--- src/rap_pkg.sv ---
// Shared types, register codes and reset values for the rotate-and-pack pixel core.
package rap_pkg;

   localparam int CoordFieldBits  = 12;
   localparam int PhysDimBits     = 13;
   localparam int LineBytesBits   = 14;
   localparam int OffsetFieldBits = 20;
   localparam int LengthFieldBits = 16;
   localparam int CsrDataBits     = 20;
   localparam int CsrIndexBits    = 3;
   localparam int ByteOffsetBits  = 26;
   localparam int PixelBits       = 32;
   localparam int ByteCountBits   = 3;
   localparam int ChannelCount    = 4;
   localparam int ChanOffsetBits  = 5;
   localparam int ChanLengthBits  = 4;
   localparam int ChanValueBits   = 8;
   localparam int SignedCoordBits = PhysDimBits + 2;
   localparam int RowBytesBits    = PhysDimBits + LineBytesBits;
   localparam int ColBytesBits    = PhysDimBits + 2;
   localparam int AlphaChannel    = 3;

   localparam logic [1:0] RotDeg0   = 2'd0;
   localparam logic [1:0] RotDeg90  = 2'd1;
   localparam logic [1:0] RotDeg180 = 2'd2;
   localparam logic [1:0] RotDeg270 = 2'd3;

   localparam logic [1:0] Depth16   = 2'd0;
   localparam logic [1:0] Depth24   = 2'd1;
   localparam logic [1:0] Depth32   = 2'd2;
   localparam logic [1:0] DepthNone = 2'd3;

   localparam logic [ByteCountBits-1:0] Bytes16 = 3'd2;
   localparam logic [ByteCountBits-1:0] Bytes24 = 3'd3;
   localparam logic [ByteCountBits-1:0] Bytes32 = 3'd4;

   localparam logic [PhysDimBits-1:0]     PhysWidthReset  = 13'd480;
   localparam logic [PhysDimBits-1:0]     PhysHeightReset = 13'd800;
   localparam logic [LineBytesBits-1:0]   LineBytesReset  = 14'd1920;
   localparam logic [OffsetFieldBits-1:0] OffsetsReset    = 20'hC4100;
   localparam logic [LengthFieldBits-1:0] LengthsReset    = 16'h8888;

   typedef enum logic [CsrIndexBits-1:0] {
      CsrRotation   = 3'd0,
      CsrPhysWidth  = 3'd1,
      CsrPhysHeight = 3'd2,
      CsrLineBytes  = 3'd3,
      CsrPixelDepth = 3'd4,
      CsrOffsets    = 3'd5,
      CsrLengths    = 3'd6
   } rap_csr_index_type;

   typedef struct packed {
      logic [1:0]                 rotation;
      logic [PhysDimBits-1:0]     phys_width;
      logic [PhysDimBits-1:0]     phys_height;
      logic [LineBytesBits-1:0]   line_bytes;
      logic [1:0]                 pixel_depth;
      logic [OffsetFieldBits-1:0] channel_offsets;
      logic [LengthFieldBits-1:0] channel_lengths;
   } rap_cfg_type;

   typedef struct packed {
      logic [CoordFieldBits-1:0] logical_x;
      logic [CoordFieldBits-1:0] logical_y;
      logic [PixelBits-1:0]      pixel_argb;
   } rap_req_type;

   typedef struct packed {
      logic                      write_enable;
      logic [ByteOffsetBits-1:0] byte_offset;
      logic [PixelBits-1:0]      packed_pixel;
      logic [ByteCountBits-1:0]  byte_count;
   } rap_rsp_type;

endpackage

--- src/rotate_and_pack_pixel_core.sv ---
// Top level: input register, pixel calculation and result register with stall handling.
// An item is held in the input register and then in the result register. Throughput is
// one item per cycle while rsp_stall is low. The path between the two registers is the
// rotation subtract, the bounds compare and the 13 x 14 row multiply with the column add.
// Reset clears both valid flags and loads the default configuration.
module rotate_and_pack_pixel_core #(
   parameter int COORD_BITS = 12
) (
   input  logic                             clock,
   input  logic                             reset,
   input  logic                             csr_write_en,
   input  logic [rap_pkg::CsrIndexBits-1:0] csr_index,
   input  logic [rap_pkg::CsrDataBits-1:0]  csr_wdata,
   input  logic                             req_valid,
   output logic                             req_stall,
   input  rap_pkg::rap_req_type             req_data,
   output logic                             rsp_valid,
   input  logic                             rsp_stall,
   output rap_pkg::rap_rsp_type             rsp_data
);
   import rap_pkg::*;

   rap_cfg_type cfg;
   rap_req_type req_ff;
   rap_req_type req_in;
   logic        req_valid_ff;
   logic        req_valid_in;
   rap_rsp_type rsp_ff;
   rap_rsp_type rsp_in;
   logic        rsp_valid_ff;
   logic        rsp_valid_in;
   rap_rsp_type calc_rsp;
   logic        rsp_load;
   logic        req_load;

   rap_config_regs u_config_regs (
      .clock        (clock),
      .reset        (reset),
      .csr_write_en (csr_write_en),
      .csr_index    (csr_index),
      .csr_wdata    (csr_wdata),
      .cfg          (cfg)
   );

   rap_pixel_calc #(
      .COORD_BITS (COORD_BITS)
   ) u_pixel_calc (
      .cfg (cfg),
      .req (req_ff),
      .rsp (calc_rsp)
   );

   assign rsp_load  = !rsp_valid_ff || !rsp_stall;
   assign req_load  = !req_valid_ff || rsp_load;
   assign req_stall = !req_load;

   always_comb begin
      req_in       = req_ff;
      req_valid_in = req_valid_ff;
      rsp_in       = rsp_ff;
      rsp_valid_in = rsp_valid_ff;
      if (rsp_load) begin
         rsp_in       = calc_rsp;
         rsp_valid_in = req_valid_ff;
      end
      if (req_load) begin
         req_in       = req_data;
         req_valid_in = req_valid;
      end
   end

   always_ff @(posedge clock) begin
      if (reset) begin
         req_valid_ff <= 1'b0;
         rsp_valid_ff <= 1'b0;
      end else begin
         req_valid_ff <= req_valid_in;
         rsp_valid_ff <= rsp_valid_in;
      end
   end

   always_ff @(posedge clock) begin
      req_ff <= req_in;
      rsp_ff <= rsp_in;
   end

   assign rsp_valid = rsp_valid_ff;
   assign rsp_data  = rsp_ff;

endmodule

--- src/rap_config_regs.sv ---
// Configuration register file with write port and reset defaults.
module rap_config_regs (
   input  logic                                clock,
   input  logic                                reset,
   input  logic                                csr_write_en,
   input  logic [rap_pkg::CsrIndexBits-1:0]    csr_index,
   input  logic [rap_pkg::CsrDataBits-1:0]     csr_wdata,
   output rap_pkg::rap_cfg_type                cfg
);
   import rap_pkg::*;

   rap_cfg_type cfg_ff;
   rap_cfg_type cfg_in;

   always_comb begin
      cfg_in = cfg_ff;
      if (csr_write_en) begin
         case (csr_index)
            CsrRotation:   cfg_in.rotation        = csr_wdata[1:0];
            CsrPhysWidth:  cfg_in.phys_width      = csr_wdata[PhysDimBits-1:0];
            CsrPhysHeight: cfg_in.phys_height     = csr_wdata[PhysDimBits-1:0];
            CsrLineBytes:  cfg_in.line_bytes      = csr_wdata[LineBytesBits-1:0];
            CsrPixelDepth: cfg_in.pixel_depth     = csr_wdata[1:0];
            CsrOffsets:    cfg_in.channel_offsets = csr_wdata[OffsetFieldBits-1:0];
            CsrLengths:    cfg_in.channel_lengths = csr_wdata[LengthFieldBits-1:0];
            default: begin
            end
         endcase
      end
   end

   always_ff @(posedge clock) begin
      if (reset) begin
         cfg_ff.rotation        <= RotDeg0;
         cfg_ff.phys_width      <= PhysWidthReset;
         cfg_ff.phys_height     <= PhysHeightReset;
         cfg_ff.line_bytes      <= LineBytesReset;
         cfg_ff.pixel_depth     <= Depth32;
         cfg_ff.channel_offsets <= OffsetsReset;
         cfg_ff.channel_lengths <= LengthsReset;
      end else begin
         cfg_ff <= cfg_in;
      end
   end

   assign cfg = cfg_ff;

endmodule

--- src/rap_pixel_calc.sv ---
// Rotation, bounds check, byte offset and channel packing for one pixel.
module rap_pixel_calc #(
   parameter int COORD_BITS = 12
) (
   input  rap_pkg::rap_cfg_type cfg,
   input  rap_pkg::rap_req_type req,
   output rap_pkg::rap_rsp_type rsp
);
   import rap_pkg::*;

   localparam int UsedBits = (COORD_BITS < CoordFieldBits) ? COORD_BITS : CoordFieldBits;
   localparam logic signed [SignedCoordBits-1:0] One  = SignedCoordBits'(1);
   localparam logic signed [SignedCoordBits-1:0] Zero = '0;

   function automatic logic [PixelBits-1:0] pack_channel(
      input logic [ChanValueBits-1:0]  value,
      input logic [ChanLengthBits-1:0] len,
      input logic [ChanOffsetBits-1:0] off
   );
      logic [ChanLengthBits-1:0] sat;
      logic [PixelBits-1:0]      cut;
      sat = (len > ChanLengthBits'(ChanValueBits)) ? ChanLengthBits'(ChanValueBits) : len;
      cut = PixelBits'(value) >> (ChanLengthBits'(ChanValueBits) - sat);
      return cut << off;
   endfunction

   logic signed [SignedCoordBits-1:0] lx;
   logic signed [SignedCoordBits-1:0] ly;
   logic signed [SignedCoordBits-1:0] w;
   logic signed [SignedCoordBits-1:0] h;
   logic signed [SignedCoordBits-1:0] px;
   logic signed [SignedCoordBits-1:0] py;
   logic                              in_bounds;
   logic [PhysDimBits-1:0]            col;
   logic [PhysDimBits-1:0]            row;
   logic [RowBytesBits-1:0]           row_bytes;
   logic [ColBytesBits-1:0]           col_bytes;
   logic [ByteCountBits-1:0]          bytes;
   logic [PixelBits-1:0]              packed_all;
   logic [PixelBits-1:0]              packed_cut;

   assign lx = SignedCoordBits'(req.logical_x[UsedBits-1:0]);
   assign ly = SignedCoordBits'(req.logical_y[UsedBits-1:0]);
   assign w  = SignedCoordBits'(cfg.phys_width);
   assign h  = SignedCoordBits'(cfg.phys_height);

   always_comb begin
      case (cfg.rotation)
         RotDeg90: begin
            px = w - One - ly;
            py = lx;
         end
         RotDeg180: begin
            px = w - One - lx;
            py = h - One - ly;
         end
         RotDeg270: begin
            px = ly;
            py = h - One - lx;
         end
         default: begin
            px = lx;
            py = ly;
         end
      endcase
   end

   assign in_bounds = (px >= Zero) && (px < w) && (py >= Zero) && (py < h)
                      && (cfg.pixel_depth != DepthNone);

   assign col = px[PhysDimBits-1:0];
   assign row = py[PhysDimBits-1:0];
   assign row_bytes = RowBytesBits'(row) * RowBytesBits'(cfg.line_bytes);

   always_comb begin
      case (cfg.pixel_depth)
         Depth16: begin
            bytes     = Bytes16;
            col_bytes = ColBytesBits'({col, 1'b0});
         end
         Depth24: begin
            bytes     = Bytes24;
            col_bytes = ColBytesBits'({col, 1'b0}) + ColBytesBits'(col);
         end
         default: begin
            bytes     = Bytes32;
            col_bytes = ColBytesBits'({col, 2'b00});
         end
      endcase
   end

   always_comb begin
      packed_all = '0;
      for (int i = 0; i < ChannelCount; i++) begin
         if (i != AlphaChannel || cfg.pixel_depth == Depth32) begin
            packed_all = packed_all
               | pack_channel(req.pixel_argb[ChanValueBits*i +: ChanValueBits],
                              cfg.channel_lengths[ChanLengthBits*i +: ChanLengthBits],
                              cfg.channel_offsets[ChanOffsetBits*i +: ChanOffsetBits]);
         end
      end
   end

   always_comb begin
      packed_cut = packed_all;
      case (cfg.pixel_depth)
         Depth16: packed_cut[PixelBits-1:16] = '0;
         Depth24: packed_cut[PixelBits-1:24] = '0;
         default: begin
         end
      endcase
   end

   always_comb begin
      rsp = '0;
      if (in_bounds) begin
         rsp.write_enable = 1'b1;
         rsp.byte_offset  = ByteOffsetBits'(row_bytes + RowBytesBits'(col_bytes));
         rsp.packed_pixel = packed_cut;
         rsp.byte_count   = bytes;
      end
   end

endmodule
--- config.mk ---
export PLATFORM = sky130hd
export DESIGN_NAME = rotate_and_pack_pixel_core
export DESIGN_NICKNAME = d
export VERILOG_FILES = /design/src/rap_pkg.sv /design/src/rotate_and_pack_pixel_core.sv /design/src/rap_config_regs.sv /design/src/rap_pixel_calc.sv
export SDC_FILE = /design/constraint.sdc
export NUM_CORES = 1
export LEC_CHECK = 0
export ABC_CLOCK_PERIOD_IN_PS = 10550
export BUFFER_PORTS_ARGS = -buffer_cell sky130_fd_sc_hd__buf_2
export CAP_MARGIN = 20
export CORE_ASPECT_RATIO = 0.9
export CORE_MARGIN = 1.5
export CORE_UTILIZATION = 50
export DETAILED_ROUTE_END_ITERATION = 8
export PLACE_DENSITY = 0.68
export SYNTH_ARGS = -nofsm -noshare
export SYNTH_HDL_FRONTEND = slang
export SYNTH_HIERARCHICAL = 1
export SYNTH_SLANG_ARGS = --single-unit
export TNS_END_PERCENT = 100
--- constraint.sdc ---
create_clock -name clock -period 10.55 [get_ports clock]
set_input_delay 0.5275 -clock clock [delete_from_list [all_inputs] [get_ports clock]]
set_output_delay 0.5275 -clock clock [all_outputs]
set_load 0.05 [all_outputs]
==> impl_metrics.env, run 1 <==
export IMPL_htreeDepth=4
export IMPL_tritoncts="built"
export IMPL_setup_viol=0
export IMPL_finalSetupTns_ns=0
export IMPL_critical_path_class="register to register"
export IMPL_cts_root_buf="clkbuf_16"
export IMPL_cts_hold_buf=0
export IMPL_synth_area_leader_cell="edfxtp_1"
export IMPL_fin_skew_ns=0.01555
export IMPL_area_growth_pct=7.405
export IMPL_insertion_delay_ns=0.52
export IMPL_synthTopCellsByCount="inv_1 (254), nand2_1 (252), nor2_1 (168)"
export IMPL_cp_slowest_stage_delay_ns=0.65
export IMPL_critPathCaptureType="register"
export IMPL_finalHoldViolCount=0
export IMPL_synth_seq_cells=200
export IMPL_yosysUniqueCellTypes=101
export IMPL_slew_viol_final=0
export IMPL_cp_common_cell="fa_1"
export IMPL_arrival_ns=9.39
export IMPL_fp_dieW_um=223.9
export IMPL_postCtsSetupBuffers=0
export IMPL_required_ns=10.80
export IMPL_drc=0
export IMPL_antenna_found_initial=3
export IMPL_dp_cells=3064
export IMPL_portBuffers=147
export IMPL_ant_nets=0
export IMPL_synthFlopType="edfxtp_1"
export IMPL_synth_nets=2847
export IMPL_fillers=3964
export IMPL_cap_violations=0
export IMPL_clkTransAtPathRegs_ns=0.09
export IMPL_rsz0062_at_grt="no"
export IMPL_via_per_inst=6.102
export IMPL_ys_warn_count=6
export IMPL_vias=18916
export IMPL_totalWireLength_um=69920
export IMPL_max_vdd_ir_drop_uv=238.2
export IMPL_yosysMostFrequentCell="inv_1"
export IMPL_synth_async_sr_flop_share_pct=0
export IMPL_grt_start_max_net_pins=114
export IMPL_p_total_uw=3524
export IMPL_drive_above_1_share_pct=11.76
export IMPL_period_needed_ns=9.141
export IMPL_cpMaxStageDelayCell="ha_1"
export IMPL_avgSynthCellArea_um2=8.926
export IMPL_fp_row_count=72
export IMPL_yosysTopAreaCellShare_pct=16.14
export IMPL_nets=2918
export IMPL_crit_path_start_kind="register"
export IMPL_worstPathMaxFanout=16
export IMPL_grt_pass1_wl_um=108000
export IMPL_drtIter0Drc=1708
export IMPL_regArea_um2=5185
export IMPL_powerDensity_nw_per_um2=149.5
export IMPL_p_leak_uw=0.01064
export IMPL_cts_buffer_depth=2
export IMPL_cts_resized=0
export IMPL_cts_sinks=200
export IMPL_status="completed"
export IMPL_layout_cells_non_filler=3100
export IMPL_placed_cell_area_um2=22920
export IMPL_hpwl_um=54560
export IMPL_ioPinCount=148
export IMPL_dr_pass1_iters=5
export IMPL_yosysSeqAreaShare_pct=23.62
export IMPL_final_cell_area_um2=23570
export IMPL_worst_pin_slew_ns=1.153
export IMPL_grt_pass1_vias=18465
export IMPL_multi_input_area_um2=15080
export IMPL_relSlewSlack_pct=20.95
export IMPL_synthesis_area_um2=21950
export IMPL_synth_cells=2459
export IMPL_post_route_period_util_pct=86.64
export IMPL_r2r_slack_ns=1.41
export IMPL_routedWlPerCell_um=22.55
export IMPL_core_um2=43150
export IMPL_gp_congestion=1.021
export IMPL_dieHeight_um=201.8
export IMPL_die_area_um2=45170
export IMPL_numCtsBuffers=17
export IMPL_min_path_type="input port to register"
export IMPL_grt_usage_pct=31.45
export IMPL_gr_total_overflow=0
export IMPL_synth_edf_count=118
export IMPL_synthTopCellsByArea="edfxtp_1 (16%), fa_1 (13%), ha_1 (9.1%)"
export IMPL_start_util_pct=50.86
export IMPL_fmax_ghz=0.1094
==> logic make-up (layout without fill, tap and decap cells) <==
family	Yosys count	count (layout)	synth area share, %
AOI/OAI and AO/OA	458	458	14.44
xor gates and xnor gates	80	80	3.398
adders and majority gates	304	304	22.29
buffers and inverters	392	476	7.690
DFF	200	200	23.62
muxes	191	191	9.480
other	0	2	0
and+or+nand+nor	834	834	19.08
==> critical path, delay by kind of cell (launching register included) <==
kind / cells / cell delay [ns]
and+or+nand+nor: 5 / 1.21
AOI/OAI and AO/OA: 9 / 1.77
xor gates and xnor gates: 2 / 0.24
adders and majority gates: 9 / 4.20
DFF: 1 / 0.40
buffers and inverters: 6 / 0.75
muxes: 1 / 0.28
==> cell usage in the layout, fill, tap and decap left out, types with 17 or more instances in the layout <==
cell type | synthesis | final
inv_1 | 254 | 254
nand2_1 | 252 | 251
nor2_1 | 168 | 168
ha_1 | 159 | 159
mux2i_1 | 151 | 151
buf_2 | 22 | 148
fa_1 | 145 | 145
edfxtp_1 | 118 | 118
nand2b_1 | 109 | 109
a21oi_1 | 93 | 93
dfxtp_1 | 82 | 82
and2_1 | 80 | 80
o21ai_0 | 69 | 69
nand3_1 | 53 | 53
xnor2_1 | 51 | 51
nor3_1 | 48 | 48
a31oi_1 | 44 | 44
buf_4 | 5 | 30
mux2_2 | 28 | 28
a211oi_1 | 27 | 27
xor2_1 | 26 | 26
a21o_1 | 23 | 23
nor2b_1 | 21 | 21
a221oi_1 | 20 | 20
clkbuf_16 | 0 | 18
a22oi_1 | 17 | 17
==> area by class of cell <==
class,instances,share of cell area (%)
tap,555,2.946
timing repair buffer,179,4.129
clock inverter,14,0.7855
sequential,200,21.99
multi-input combinational,1867,63.96
clock buffer,18,1.911
inverter,265,4.251
antenna,2,0.02123
==> registers in the layout (all words and copies together) (netlist names) <==
| name | cells |
|---|---|
| u_config_regs/cfg | 80 |
| req_valid_ff | 1 |
| rsp_valid | 1 |
| req_ff | 56 |
| rsp_data | 62 |
==> layer usage <==
metal / wire, µm / global-route usage, % / vias up
li1: - / - / 8733
met1: 32510 / 45.80 / 9222
met2: 29460 / 46.32 / 849
met3: 6098 / 6.805 / 112
met4: 1844 / 9.918 / 0
met5: 0 / 0 / -
==> report_power, final <==
part / internal, µW / switching [µW] / leakage (µW)
clock network: 340 / 375 / 0.000309
registers: 891 / 44.0 / 0.00199
logic: 723 / 1150 / 0.00835
==> stage by stage <==
stage	setup slack, ns	hold slack, ns	util (%)
2_1_floorplan	1.601	0.4375	-
4_1_cts	1.544	0.1450	54.59
3_3_place_gp	1.899	0.4477	53.12
3_5_place_dp	1.572	0.4656	53.12
5_1_grt	0.9903	0.1589	54.63
6_report	1.409	0.1761	54.63
==> path summary, 6_finish.rpt <==
| path | to | startpoint | cells past startpoint |
|---|---|---|---|
| setup / recovery | rsp_data[60] | u_config_regs/cfg[79] | 32 |
| hold / removal | req_ff[1] | req_data[1] | 1 |
| setup reg to reg | rsp_data[60] | u_config_regs/cfg[79] | 32 |
| hold reg to reg | rsp_valid | req_valid_ff | 2 |
Power figures use the tool's default switching activity.
==> inputs of run 2 (changes only) <==
--- a/config.mk
+++ b/config.mk
@@ -5,12 +5,14 @@
 export SDC_FILE = /design/constraint.sdc
 export NUM_CORES = 1
 export LEC_CHECK = 0
+export ABC_AREA = 1
 export ABC_CLOCK_PERIOD_IN_PS = 10550
 export BUFFER_PORTS_ARGS = -buffer_cell sky130_fd_sc_hd__buf_2
 export CAP_MARGIN = 20
 export CORE_ASPECT_RATIO = 0.9
 export CORE_MARGIN = 1.5
 export CORE_UTILIZATION = 50
+export CTS_CLUSTER_SIZE = 25
 export DETAILED_ROUTE_END_ITERATION = 8
 export PLACE_DENSITY = 0.68
 export SYNTH_ARGS = -nofsm -noshare
==> run 2 against run 1 <==
  * Count of clock-buffer cells in the layout unchanged
  * Combinational power is 21% higher
  * Register-to-register slack better by 0.61 ns
  * Flip-flop and latch count unchanged
  * Worst hold slack improved by 0.020 ns
  * Critical path depth rose by 6
  * Sequential share of layout area increased by 0.29 points
  * Maximum frequency increased by 7.1%
  * Clock skew increased by 0.0064 ns
  * Sequential power up 1%
  * Setup slack gained 0.61 ns
==> impl_metrics.env, run 2 <==
export IMPL_dp_cells=3701
export IMPL_worstPathMaxFanout=37
export IMPL_fmax_ghz=0.1172
export IMPL_cts_buffer_depth=2
export IMPL_totalWireLength_um=68490
export IMPL_slew_viol_final=0
export IMPL_core_um2=42880
export IMPL_largest_reg_flops=80
export IMPL_synth_nets=3483
export IMPL_start_util_pct=50.48
export IMPL_antenna_found_initial=0
export IMPL_yosysMostFrequentCell="nand2_1"
export IMPL_grt_pass1_wl_um=108000
export IMPL_synthesis_area_um2=21650
export IMPL_fillers=4281
export IMPL_grt_start_max_net_pins=81
export IMPL_vias=20768
export IMPL_dr_pass1_iters=7
export IMPL_cap_violations=0
export IMPL_cts_resized=0
export IMPL_ys_warn_count=6
export IMPL_layout_cells_non_filler=3734
export IMPL_insertion_delay_ns=0.50
export IMPL_synth_cells=3095
export IMPL_drc=0
export IMPL_relSlewSlack_pct=27.79
export IMPL_post_route_period_util_pct=80.89
export IMPL_synth_seq_cells=200
export IMPL_cpMaxStageDelayCell="fa_1"
export IMPL_synth_async_sr_flop_share_pct=0
export IMPL_layout_common_cells="nand2_1 (776), inv_1 (427), nand3_1 (390)"
export IMPL_yosysTopAreaCellShare_pct=16.37
export IMPL_grt_usage_pct=31.24
export IMPL_hpwl_um=55160
export IMPL_via_per_inst=5.562
export IMPL_powerDensity_nw_per_um2=166.7
export IMPL_htreeDepth=4
export IMPL_synthFlopType="edfxtp_1"
export IMPL_min_path_type="input port to register"
export IMPL_diodes=0
export IMPL_ant_nets=0
export IMPL_critPathCaptureType="register"
export IMPL_nets=3554
export IMPL_cts_sinks=200
export IMPL_drtIter0Drc=1965
export IMPL_synthTopCellsByArea="edfxtp_1 (16%), nand2_1 (13%), fa_1 (13%)"
export IMPL_p_leak_uw=0.01174
export IMPL_synth_edf_count=118
export IMPL_placed_cell_area_um2=22670
export IMPL_synthTopCellsByCount="nand2_1 (777), inv_1 (427), nand3_1 (390)"
export IMPL_clkTransAtPathRegs_ns=0.08
export IMPL_die_area_um2=44550
export IMPL_fp_row_count=72
export IMPL_worst_pin_slew_ns=1.082
export IMPL_cp_slowest_stage_delay_ns=0.51
export IMPL_max_vdd_ir_drop_uv=136.5
export IMPL_synth_area_leader_cell="edfxtp_1"
export IMPL_hold_slack_ns=0.1963
export IMPL_routedWlPerCell_um=18.34
export IMPL_numCtsBuffers=17
export IMPL_avgSynthCellArea_um2=6.994
export IMPL_cts_hold_buf=0
export IMPL_fp_dieW_um=222.3
export IMPL_grt_pass1_vias=20219
export IMPL_area_growth_pct=7.503
export IMPL_ioPinCount=148
export IMPL_yosysSeqAreaShare_pct=23.95
export IMPL_cts_root_buf="clkbuf_16"
export IMPL_status="completed"
export IMPL_fin_skew_ns=0.02192
export IMPL_rsz0062_at_grt="no"
export IMPL_required_ns=10.78
export IMPL_tritoncts="built"
export IMPL_gr_total_overflow=0
export IMPL_portBuffers=147
export IMPL_postCtsSetupBuffers=0
export IMPL_period_needed_ns=8.534
export IMPL_drive_above_1_share_pct=8.588
export IMPL_finalHoldViolCount=0
export IMPL_yosysUniqueCellTypes=52
export IMPL_arrival_ns=8.76
export IMPL_gp_congestion=0.9557
export IMPL_final_cell_area_um2=23270
export IMPL_finalSetupTns_ns=0
export IMPL_crit_path_start_kind="register"
export IMPL_setup_viol=0
export IMPL_critical_path_class="register to register"
export IMPL_dieHeight_um=200.4
export IMPL_layout_commonest_cell="nand2_1"
[run 2: cell types whose count changed in the layout (fill, tap and decap cells not counted), moves of 28 or more]
cell      before  now
xnor2_1       51   16
a31oi_1       44    5
nor2_1       168  362
nand4_1       15   50
mux2_2        28    0
nand2_1      251  776
nand2b_1     109    0
inv_1        254  427
nand3_1       53  390
and2_1        80    1
o21ai_0       69  115
mux2i_1      151    0
[run 2: cells by family (layout without fill, tap and decap cells)]
logic type / Yosys count / count (layout) / synth area share [%]
and+or+nand+nor: 1681 / 1681 / 33.46
buffers and inverters: 564 / 648 / 10.21
adders and majority gates: 304 / 304 / 22.60
AOI/OAI and AO/OA: 296 / 296 / 7.751
DFF: 200 / 200 / 23.95
xor gates and xnor gates: 50 / 50 / 2.023
[run 2: worst max-delay path, delay by kind of cell, from the launching register on]
family	cells	cell delay [ns]
and+or+nand+nor	11	1.58
xor gates and xnor gates	1	0.14
AOI/OAI and AO/OA	8	1.06
adders and majority gates	10	4.09
DFF	1	0.38
buffers and inverters	8	1.02
[run 2: worst paths after layout]
path,from,endpoint,slack (ns),depth (start not counted)
setup / recovery,u_config_regs/cfg[78],rsp_data[58],2.02,38
hold / removal,req_data[23],req_ff[23],0.20,1
setup reg to reg,u_config_regs/cfg[78],rsp_data[58],2.02,38
hold reg to reg,req_valid_ff,rsp_valid,0.48,2
[run 2: metal layers]
metal	vias to the layer above	GRT usage, %	share of wire, %
met5	-	0	0
met4	0	13.23	3.9
met3	147	4.107	5.5
met2	754	53.48	48
met1	9759	39.62	43
li1	10108	-	-
[run 2: area by class of cell]
cell class	count	area [µm²]	area share, %
multi-input cells	2331	14260	61.29
flip-flops and latches	200	5185	22.28
inverters	458	1719	7.388
repair buffers	158	822.0	3.533
well taps	555	694.4	2.984
clock buffers	18	432.9	1.860
clock inverters	14	153.9	0.6614
[run 2: report_power, final]
part / internal [µW] / total, µW / switching (µW)
sequential: 904 / 949 / 45.0
clock: 328 / 673 / 345
combinational: 810 / 2260 / 1450
total: 2040 / 3880 / 1840
[run 2: stage by stage]
step                utilization [%]  worst slack, ns  total power (µW)
global route                  54.27            1.330              4230
CTS                           54.24            2.088              3887
floorplan                         -            2.740              2674
global placement              52.87            2.304              3172
detailed placement            52.87            2.097              3185
finish                        54.27            2.016              3879
